--- config.mk ---
export PLATFORM = sky130hd
export DESIGN_NAME = oshb_ctrl
export DESIGN_NICKNAME = d
export VERILOG_FILES = /design/src/sv/oshb_pkg.sv /design/src/sv/oshb_ctrl.sv
export SDC_FILE = /design/constraint.sdc
export NUM_CORES = 1
export LEC_CHECK = 0
export BUFFER_PORTS_ARGS = -buffer_cell sky130_fd_sc_hd__buf_2
export CAP_MARGIN = 0
export CORE_ASPECT_RATIO = 1.1
export CORE_MARGIN = 2
export CORE_UTILIZATION = 49
export DETAILED_ROUTE_END_ITERATION = 16
export GPL_TIMING_DRIVEN = 0
export PLACE_DENSITY = 0.87
export SLEW_MARGIN = 0
export SYNTH_ARGS = -nofsm -noshare
export SYNTH_HDL_FRONTEND = slang
export SYNTH_SLANG_ARGS = --single-unit
--- constraint.sdc ---
create_clock -name i_clk -period 2.05 [get_ports i_clk]
set_input_delay 0.3075 -clock i_clk [delete_from_list [all_inputs] [get_ports i_clk]]
set_output_delay 0.3075 -clock i_clk [all_outputs]
set_load 0.05 [all_outputs]
--- src/sv/oshb_pkg.sv ---
// shared types and constants for the overwriting sample history buffer
// no dependencies; imported by the controller, the datapath and the top level
package oshb_pkg;

    // default ring depth in entries
    localparam int DEPTH_DEF = 64;

    // field widths fixed by the interface
    localparam int DATA_W = 16;
    localparam int NFEAT  = 6;
    localparam int SAMP_W = DATA_W * NFEAT;
    localparam int CMD_W  = 3;
    localparam int AMT_W  = 7;
    localparam int FILL_W = 7;

    // command codes
    localparam logic [CMD_W-1:0] CMD_PUSH     = 3'd0;
    localparam logic [CMD_W-1:0] CMD_READ_IDX = 3'd1;
    localparam logic [CMD_W-1:0] CMD_READ_OLD = 3'd2;
    localparam logic [CMD_W-1:0] CMD_READ_NEW = 3'd3;
    localparam logic [CMD_W-1:0] CMD_CLEAR    = 3'd4;

    // commands from the controller to the datapath
    typedef struct packed {
        logic push;       // write sample at head
        logic clear;      // empty the ring
        logic load_old;   // load read address from oldest pointer
        logic add_amt;    // with load_old: offset by amount
        logic load_new;   // load read address as head minus amount
        logic step;       // read one entry and advance the address
        logic emit_zero;  // single result with no data
        logic err;        // status bit of that result
        logic last;       // last bit of a burst result
    } t_ctl;

    // status from the datapath to the controller
    typedef struct packed {
        logic [FILL_W-1:0] fill_cnt;
    } t_sts;

endpackage

--- src/sv/oshb_ctrl.sv ---
// controller: command decode, range checks and burst sequencing
// depends on oshb_pkg
module oshb_ctrl import oshb_pkg::*; (
    input  logic             i_clk,
    input  logic             i_rst_n,
    input  logic             start,
    input  logic [CMD_W-1:0] i_cmd,
    input  logic [AMT_W-1:0] i_amount,
    input  t_sts             i_sts,
    output logic             busy,
    output t_ctl             o_ctl
);

    localparam logic ST_IDLE  = 1'b0;
    localparam logic ST_BURST = 1'b1;

    logic             r_state;
    logic             n_state;
    logic [AMT_W-1:0] r_left;
    logic [AMT_W-1:0] n_left;
    logic             accept;
    logic             amt_zero;
    logic             idx_over;
    logic             cnt_over;

    assign busy     = (r_state == ST_BURST);
    assign accept   = start && (r_state == ST_IDLE);
    assign amt_zero = (i_amount == '0);
    assign idx_over = (i_amount >= i_sts.fill_cnt);
    assign cnt_over = (i_amount > i_sts.fill_cnt);

    // next state and datapath commands
    always_comb begin
        n_state = r_state;
        n_left  = r_left;
        o_ctl   = '0;
        unique case (r_state)
            ST_IDLE: begin
                if (accept) begin
                    unique case (i_cmd)
                        CMD_PUSH: begin
                            o_ctl.push      = 1'b1;
                            o_ctl.emit_zero = 1'b1;
                        end
                        CMD_CLEAR: begin
                            o_ctl.clear     = 1'b1;
                            o_ctl.emit_zero = 1'b1;
                        end
                        CMD_READ_IDX: begin
                            if (idx_over) begin
                                o_ctl.emit_zero = 1'b1;
                                o_ctl.err       = 1'b1;
                            end else begin
                                o_ctl.load_old = 1'b1;
                                o_ctl.add_amt  = 1'b1;
                                n_left         = AMT_W'(1);
                                n_state        = ST_BURST;
                            end
                        end
                        CMD_READ_OLD: begin
                            if (cnt_over) begin
                                o_ctl.emit_zero = 1'b1;
                                o_ctl.err       = 1'b1;
                            end else if (!amt_zero) begin
                                o_ctl.load_old = 1'b1;
                                n_left         = i_amount;
                                n_state        = ST_BURST;
                            end
                        end
                        CMD_READ_NEW: begin
                            if (cnt_over) begin
                                o_ctl.emit_zero = 1'b1;
                                o_ctl.err       = 1'b1;
                            end else if (!amt_zero) begin
                                o_ctl.load_new = 1'b1;
                                n_left         = i_amount;
                                n_state        = ST_BURST;
                            end
                        end
                        default: begin
                        end
                    endcase
                end
            end
            ST_BURST: begin
                o_ctl.step = 1'b1;
                o_ctl.last = (r_left == AMT_W'(1));
                n_left     = r_left - AMT_W'(1);
                if (r_left == AMT_W'(1)) begin
                    n_state = ST_IDLE;
                end
            end
            default: begin
                n_state = ST_IDLE;
            end
        endcase
    end

    // state registers
    always_ff @(posedge i_clk) begin
        if (!i_rst_n) begin
            r_state <= ST_IDLE;
            r_left  <= '0;
        end else begin
            r_state <= n_state;
            r_left  <= n_left;
        end
    end

endmodule

==> impl_metrics.py, run 1 <==
metrics = {
    "run_status": {
        "status": "finished with violations",
        "violations": "setup timing",
    },
    "min_path": {
        "holdCritStartpoint": "i_rst_n",
        "hold_class": "input port to register",
        "holdPathEnd": "r_left[6]",
        "min_path_cells": 3,
    },
    "global_routing": {
        "grt_use_total_pct": 25.0,
        "grt-ovfl-total": 0,
        "antenna_found_initial": 0,
        "grt_start_max_net_pins": 11,
        "grt_pass1_wl_mm": 3.87,
        "grt_pass1_vias": 941,
    },
    "cells_and_area": {
        "diodes": 0,
        "num-fill-cells": 69,
        "final-seq-area_sq_um": 164,
        "final_cells": 173,
        "layout.nets": 186,
        "final_common_cell": "nand2_1",
        "final_cell_mix": "nand2_1, buf_2, buf_6",
        "final_cell_area_sq_um": 1410,
        "multi_input_area_sq_um": 836,
        "drive_gt1_share_pct": 48.1,
        "areaGrowthSynthToFinish_pct": 64.4,
        "fin_util_pct": 87.4,
    },
    "clocking": {
        "clk_pin_slew_worst_paths_ps": 70,
        "clkLatencyLatePin_ps": 270,
        "clk_path_buf_depth": 2,
        "cts_sinks": 8,
        "cts_tree": "done",
        "cts_htree_levels": 1,
        "cts_buffers": 3,
        "cts_root_buffer": "clkbuf_4",
        "ctsHoldBuffers": 0,
    },
    "synthesis": {
        "ys.flop_type": "dfxtp_1",
        "synth.distinct_cells": 40,
        "ys_ff_latch": 8,
        "ys_seq_area_share_pct": 18.7,
        "yosys_warnings": 0,
        "synthArstFlopShare_pct": 0,
        "synth_area_per_cell_sq_um": 7.34,
        "synth_top_area_cell": "dfxtp_1",
        "synth_top_cell_area_share_pct": 18.7,
        "synth_edf_count": 0,
        "synth_area_sq_um": 858,
        "synth_nets": 146,
        "ys_top_cells_by_area": "dfxtp_1, ha_1, nand2_1",
        "synth_cells": 117,
    },
    "placed_design": {
        "hpwl_mm": 1.90,
        "place_ws_ps": -183,
        "dpl_cell_area_sq_um": 1160,
        "place.gp.congestion": 0.886,
        "io_buffers": 29,
        "dp_cells": 163,
    },
    "sta": {
        "worst_slew_pin_slew_ps": 418,
        "setup_viol": 4,
        "setup_slack_ps": -197,
        "post-route-period-util_pct": 110,
        "fin_crit_ps": 2250,
        "relSlewSlack_pct": 72.1,
        "rsz0062_at_grt": "true",
        "fmax_mhz": 445,
        "slew_viol_final": 0,
        "report.final.hold_viol_count": 0,
        "final.setup_skew_ps": 16.8,
    },
    "critical_path": {
        "end_kind": "output port",
        "cp-start-kind": "input port",
        "cp.required_ps": 1740,
        "reg2reg_from": "busy",
        "ff2ff_path_depth": 7,
        "crit_fanout": 3,
        "regToRegEndpoint": "r_left[4]",
        "arrival_ps": 1940,
        "worstSetupStartpoint": "i_sts[6]",
        "crit_type": "input port to output port",
        "reg2reg_slack_ps": 270,
    },
    "power": {
        "seqPwrFrac_pct": 26.0,
        "peakVddDrop_v": 0.000384,
        "clockPowerShare_pct": 20.1,
        "switching_share_pct": 42.3,
        "p_sw_mw": 0.294,
        "cellLeakagePower_nw": 0.592,
        "power_density_nw_per_um2": 494,
        "pwr-share-comb_pct": 53.9,
        "intPower_mw": 0.402,
    },
    "routing": {
        "drtIter0Drc": 82,
        "detail-route-antenna-nets": 0,
        "via_count": 1170,
        "post-route-drc-count": 0,
        "viasPerCell": 6.76,
        "drt_wl_total_mm": 3.51,
        "drtPass1Iterations": 5,
        "wl_per_cell_microns": 20.3,
    },
    "flow_run": {
        "drv_cap": 0,
    },
    "floorplan": {
        "io_pins": 30,
        "chipHeight_microns": 47.9,
        "fp.coreArea_sq_um": 1610,
        "dieArea_sq_um": 2100,
        "initial_utilization_pct": 53.2,
        "die_x_microns": 43.9,
        "num_rows": 15,
    },
}
==> cells by family after synthesis <==
logic type | synth area share (%)
simple gates | 26.8
fa+ha+maj | 13.1
buf+inv | 8.02
xor+xnor | 2.04
compound gates | 29.0
mux | 2.33
flops | 18.7
==> state kept, by name, summed over array words and instances, names as in the netlist <==
signal	count
busy	1
r_left	7
==> critical path: stages <==
cell and delay [ps]:
buf_6 80, inv_4 40, ha_4 270, nand4_1 250
a21oi_2 250, o22ai_4 110, and3b_2 270, nor2_4 160
a21oi_4 50, buf_6 160
==> layout make-up <==
type | count | area share (%)
multi-input cells | 94 | 59.2
repair buffers | 35 | 19.6
flip-flops and latches | 8 | 11.6
inverters | 11 | 3.81
plain buffers | 4 | 2.39
clock buffers | 4 | 1.86
well taps | 17 | 1.51
==> through the flow <==
stage          total power, mW  TNS (ps)  hold WS, ps
2_1_floorplan            0.390     -86.3          469
3_3_place_gp             0.456      -933          481
3_5_place_dp             0.467     -1110          504
4_1_cts                  0.627     -96.3          381
5_1_grt                  0.714      -534          421
6_report                 0.697      -352          399
==> worst max-delay path by stage <==
stage / endpoint / cells after the start
2_1_floorplan: o_ctl[6] / 7
3_3_place_gp: o_ctl[6] / 9
3_5_place_dp: o_ctl[6] / 9
4_1_cts: o_ctl[6] / 9
5_1_grt: o_ctl[6] / 10
6_report: o_ctl[6] / 10
==> layer usage <==
metal	routed length [microns]	global-route usage [%]	part of all wire, %
met1	1240	25.2	35
met2	1750	49.4	50
met3	295	4.15	8.4
met4	227	13.9	6.5
met5	0	0	0
==> cells in the mapped netlist (2+ instances only) <==
| library cell | instances |
|---|---|
| a21boi_0 | 2 |
| ha_1 | 9 |
| nor3_1 | 4 |
| nand4_1 | 2 |
| o21ai_0 | 8 |
| dfxtp_1 | 8 |
| a32o_1 | 2 |
| nor2b_1 | 3 |
| nand2_1 | 21 |
| inv_1 | 11 |
| nor4_1 | 2 |
| o311ai_0 | 3 |
| a21oi_1 | 8 |
| and2_1 | 2 |
| nor2_1 | 6 |
| mux2i_1 | 2 |
==> power by group through the flow <==
| stage | combinational (mW) | sequential [mW] | clock [mW] |
|---|---|---|---|
| 2_1_floorplan | 0.206 | 0.184 | 0 |
| 3_3_place_gp | 0.276 | 0.181 | 0 |
| 3_5_place_dp | 0.285 | 0.181 | 0 |
| 4_1_cts | 0.314 | 0.178 | 0.135 |
| 5_1_grt | 0.394 | 0.182 | 0.139 |
| 6_report | 0.376 | 0.181 | 0.140 |
==> repair_timing <==
item	CTS	global route
setup buffers	3	3
setup endpoints to repair	5	7
pin swaps	11	10
resized for setup	26	18
Power figures use the tool's default switching activity.
==> run 2: changes to the inputs <==
--- a/config.mk
+++ b/config.mk
@@ -8,7 +8,7 @@
 export BUFFER_PORTS_ARGS = -buffer_cell sky130_fd_sc_hd__buf_2
 export CAP_MARGIN = 0
 export CORE_ASPECT_RATIO = 1.1
-export CORE_MARGIN = 2
+export CORE_MARGIN = 8
 export CORE_UTILIZATION = 49
 export DETAILED_ROUTE_END_ITERATION = 16
 export GPL_TIMING_DRIVEN = 0
==> impl_metrics.py, run 2 (same netlist as run 1, synthesis figures left out) <==
metrics = {
    "clocking": {
        "cts_sinks": 8,
        "cts_tree": "done",
        "cts_root_buffer": "clkbuf_4",
        "ctsHoldBuffers": 0,
        "clk_path_buf_depth": 2,
        "clk_pin_slew_worst_paths_ps": 50,
        "cts_htree_levels": 1,
        "clkLatencyLatePin_ps": 260,
        "cts_buffers": 3,
    },
    "cells_and_area": {
        "areaGrowthSynthToFinish_pct": 63.7,
        "num-fill-cells": 109,
        "drive_gt1_share_pct": 49.0,
        "final_cells": 175,
        "regMostFlops": "r_left",
        "diodes": 0,
        "largest_reg_flops": 7,
        "final_cell_area_sq_um": 1410,
        "final_cell_mix": "nand2_1, buf_2, buf_6",
        "layout.nets": 187,
        "final_common_cell": "nand2_1",
    },
    "min_path": {
        "min_path_cells": 3,
        "holdCritStartpoint": "i_rst_n",
        "holdPathEnd": "r_left[6]",
        "hold_class": "input port to register",
    },
    "flow_run": {
        "drv_cap": 0,
    },
    "floorplan": {
        "fp.coreArea_sq_um": 1720,
        "initial_utilization_pct": 49.9,
        "die_x_microns": 55.9,
        "io_pins": 30,
        "dieArea_sq_um": 3350,
        "chipHeight_microns": 59.9,
        "num_rows": 16,
    },
    "sta": {
        "fmax_mhz": 473,
        "rsz0062_at_grt": "true",
        "setup_viol": 3,
        "worst_slew_pin_slew_ps": 413,
        "slew_viol_final": 0,
        "setup_slack_ps": -66.3,
        "fin_crit_ps": 2120,
        "final.setup_skew_ps": 2.16,
        "whs_ps": 405,
        "report.final.hold_viol_count": 0,
        "post-route-period-util_pct": 103,
        "relSlewSlack_pct": 72.5,
    },
    "routing": {
        "wl_met1_mm": 1.10,
        "met3_length_microns": 239,
        "via_count": 1055,
        "dr_wl_met2_mm": 1.58,
        "drt_wl_total_mm": 3.04,
        "drtPass1Iterations": 4,
        "wl_per_cell_microns": 17.4,
        "top_layer": "met4",
        "detail-route-antenna-nets": 0,
        "drtIter0Drc": 21,
        "post-route-drc-count": 0,
        "viasPerCell": 6.03,
    },
    "power": {
        "cellLeakagePower_nw": 0.596,
        "peakVddDrop_v": 0.000427,
        "total_power_mw": 0.672,
        "power_density_nw_per_um2": 478,
    },
    "critical_path": {
        "crit_type": "input port to output port",
        "end_kind": "output port",
        "cp-start-kind": "input port",
        "critPathSlowestCell": "ha_4",
        "reg2reg_slack_ps": 350,
        "arrival_ps": 1810,
        "path_cells": "buf_2 > ha_4 > a21oi_2 > a21oi_2 > o22ai_4 > and3b_2 > nor2_4 > a21oi_4 > buf_6",
        "cp.required_ps": 1740,
        "cp_common_cell": "a21oi_2",
        "reg2reg_from": "busy",
        "regToRegEndpoint": "r_left[4]",
        "ff2ff_path_depth": 7,
        "crit_fanout": 4,
        "slowest_delay_ps": 260,
    },
    "placed_design": {
        "place.gp.congestion": 0.871,
        "dp_cells": 164,
        "dpl_cell_area_sq_um": 1160,
        "hpwl_mm": 2.00,
        "io_buffers": 29,
        "place_ws_ps": -172,
    },
    "global_routing": {
        "grt-ovfl-total": 0,
        "grt_pass1_wl_mm": 4.42,
        "antenna_found_initial": 0,
        "grt_use_total_pct": 16.2,
        "grt_start_max_net_pins": 11,
        "grt_pass1_vias": 1027,
    },
    "run_status": {
        "violations": "setup timing",
        "status": "finished with violations",
    },
}
-- run 2: changes by cell type in the layout (fill, tap and decap cells not counted) --
cell	previous run	this run
inv_2	3	8
nor2b_1	3	2
inv_4	5	0
a21oi_2	3	4
a21oi_4	3	2
clkbuf_4	3	4
buf_2	17	16
buf_6	9	11
nor2b_2	0	1
buf_8	4	3
-- run 2: timing repair --
| item | 4_1_cts | 5_1_grt |
|---|---|---|
| resized for setup | 15 | 24 |
| pin swaps | 4 | 10 |
| setup endpoints to repair | 5 | 12 |
| setup buffers | 5 | 2 |
-- run 2: report_power, final --
part	total [mW]	internal [mW]	switching, mW
clock	0.134	0.0748	0.0593
sequential	0.180	0.167	0.0132
combinational	0.358	0.160	0.198
-- run 2: area by class of cell --
class	instances	area, sq um	area share, %
multi-input cells	94	831	59.1
repair buffers	36	287	20.4
flip-flops and latches	8	164	11.7
inverters	11	41.3	2.94
plain buffers	4	33.8	2.40
clock buffers	4	26.3	1.87
well taps	18	22.5	1.60
-- run 2: routing by layer --
layer / global-route usage [%] / up-vias
met3: 4.88 / 13
li1: - / 504
met1: 15.2 / 478
met2: 30.8 / 60
met5: 0 / -
met4: 9.28 / 0
-- run 2: critical path, delay by kind of cell --
kind	cells	cell delay, ps
AOI/OAI and AO/OA	4	630
buffers and inverters	2	300
and+or+nand+nor	2	300
adders and majority gates	1	260
-- run 2: how the worst max path moves through the flow --
| stage | end | from | cells after the start | slack, ps |
|---|---|---|---|---|
| final | o_ctl[6] | i_amount[2] | 9 | -70 |
| after global routing | o_ctl[6] | i_amount[6] | 9 | -140 |
| after CTS | o_ctl[6] | i_amount[6] | 9 | -40 |
| after detailed placement | o_ctl[6] | i_amount[6] | 9 | -170 |
| after global placement | o_ctl[6] | i_amount[6] | 9 | -140 |
| after floorplan | o_ctl[6] | i_sts[2] | 7 | -90 |
-- run 2: stage by stage --
step                      setup TNS (ps)  util, %
after floorplan                    -86.3        -
after global placement              -544     67.4
after detailed placement            -950     67.4
after CTS                          -45.7     74.8
after global routing                -470     81.6
final                               -147     81.6
==> run 3: changes to the inputs <==
--- a/config.mk
+++ b/config.mk
@@ -13,6 +13,7 @@
 export DETAILED_ROUTE_END_ITERATION = 16
 export GPL_TIMING_DRIVEN = 0
 export PLACE_DENSITY = 0.87
+export REMOVE_ABC_BUFFERS = 1
 export SLEW_MARGIN = 0
 export SYNTH_ARGS = -nofsm -noshare
 export SYNTH_HDL_FRONTEND = slang
==> impl_metrics.py, run 3 (same netlist as run 1, synthesis figures left out) <==
metrics = {
    "power": {
        "pwr-share-comb_pct": 51.1,
        "seqPwrFrac_pct": 29.0,
        "power_density_nw_per_um2": 497,
        "switching_share_pct": 41.3,
        "intPower_mw": 0.375,
        "cellLeakagePower_nw": 0.562,
        "total_power_mw": 0.639,
        "peakVddDrop_v": 0.000373,
        "p_sw_mw": 0.264,
        "clockPowerShare_pct": 19.9,
    },
    "sta": {
        "setup_slack_ps": -87.7,
        "whs_ps": 401,
        "post-route-period-util_pct": 104,
        "worst_slew_pin_slew_ps": 438,
        "fin_crit_ps": 2140,
        "final.setup_skew_ps": 1.41,
        "report.final.hold_viol_count": 0,
        "fin_setup_tns_ps": -87.7,
        "setup_viol": 1,
        "rsz0062_at_grt": "true",
        "fmax_mhz": 468,
        "slew_viol_final": 0,
        "relSlewSlack_pct": 70.8,
    },
    "routing": {
        "drtPass1Iterations": 4,
        "drt_wl_total_mm": 3.15,
        "viasPerCell": 6.01,
        "detail-route-antenna-nets": 0,
        "post-route-drc-count": 0,
        "wl_per_cell_microns": 18.7,
        "via_count": 1010,
        "drtIter0Drc": 34,
    },
    "cells_and_area": {
        "regMostFlops": "r_left",
        "layout.nets": 181,
        "diodes": 0,
        "fin_util_pct": 74.7,
        "final-seq-area_sq_um": 161,
        "multi_input_area_sq_um": 806,
        "final_cell_mix": "nand2_1, buf_2, o21ai_0",
        "largest_reg_flops": 7,
        "num-fill-cells": 124,
        "areaGrowthSynthToFinish_pct": 49.9,
        "drive_gt1_share_pct": 44.0,
        "final_cell_area_sq_um": 1290,
        "final_cells": 168,
    },
    "global_routing": {
        "antenna_found_initial": 0,
        "grt_pass1_wl_mm": 4.31,
        "grt_start_max_net_pins": 14,
        "grt-ovfl-total": 0,
        "grt_pass1_vias": 989,
        "grt_use_total_pct": 15.4,
    },
    "clocking": {
        "cts_tree": "done",
        "clk_path_buf_depth": 2,
        "cts_htree_levels": 1,
        "cts_buffers": 3,
        "cts_root_buffer": "clkbuf_4",
        "clk_pin_slew_worst_paths_ps": 60,
        "cts_sinks": 8,
        "clkLatencyLatePin_ps": 260,
    },
    "floorplan": {
        "fp.coreArea_sq_um": 1720,
        "num_rows": 16,
        "dieArea_sq_um": 3350,
        "chipHeight_microns": 59.9,
        "io_pins": 30,
        "die_x_microns": 55.9,
        "initial_utilization_pct": 49.9,
    },
    "placed_design": {
        "io_buffers": 29,
        "place_ws_ps": -231,
        "dp_cells": 160,
        "hpwl_mm": 1.91,
        "place.gp.congestion": 0.910,
        "dpl_cell_area_sq_um": 998,
    },
    "critical_path": {
        "cp-start-kind": "input port",
        "path_buf_inv": 3,
        "slowest_delay_ps": 260,
        "cp_top_family": "simple AND/OR/NAND/NOR gates",
        "worstSetupStartpoint": "i_sts[5]",
        "cp.required_ps": 1740,
        "arrival_ps": 1830,
        "end_kind": "output port",
        "critPathSlowestCell": "ha_4",
        "crit_fanout": 3,
        "reg2reg_from": "busy",
        "path_cells": "buf_2 > inv_1 > ha_4 > nand2_1 > o21ai_4 > o22ai_2 > and3b_1 > nor2_2 > a21oi_2 > buf_6",
        "crit_type": "input port to output port",
    },
    "flow_run": {
        "drv_cap": 0,
    },
    "min_path": {
        "holdCritStartpoint": "i_rst_n",
        "hold_class": "input port to register",
    },
    "run_status": {
        "status": "finished with violations",
        "violations": "setup timing",
    },
}
run 3: changes by cell type in the layout (fill, tap and decap cells not counted), sizes merged:
cell	previous run	this run
buf	38	34
clkbuf	6	3
run 3: what timing repair did:
action,CTS,global route
buffers inserted,2,3
endpoints found under the setup margin,6,12
hold buffers,0,0
gates resized for setup,18,26
pin swaps,6,10
run 3: final cells by class:
| type | count | area share [%] |
|---|---|---|
| multi-input combinational | 94 | 62.6 |
| timing repair buffer | 34 | 18.1 |
| sequential | 8 | 12.5 |
| inverter | 11 | 3.21 |
| clock buffer | 3 | 1.75 |
| tap | 18 | 1.75 |
run 3: worst paths after layout:
check                   end  cells past startpoint  slack [ps]
setup reg to reg  r_left[3]                      5         490
setup / recovery   o_ctl[6]                     10         -90
hold reg to reg   r_left[6]                      2         520
hold / removal    r_left[1]                      2         400
run 3: per-layer routing:
metal | part of all wire [%] | track usage, %
met1 | 37 | 16.0
met5 | 0 | 0
met4 | 2.4 | 4.81
met2 | 52 | 29.6
met3 | 7.7 | 4.03
run 3: power groups by stage:
stage	Clock (mW)	Sequential [mW]	Combinational [mW]
final	0.127	0.186	0.326
after global routing	0.130	0.187	0.351
after CTS	0.128	0.183	0.264
after detailed placement	0	0.185	0.231
after global placement	0	0.184	0.223
after floorplan	0	0.191	0.155
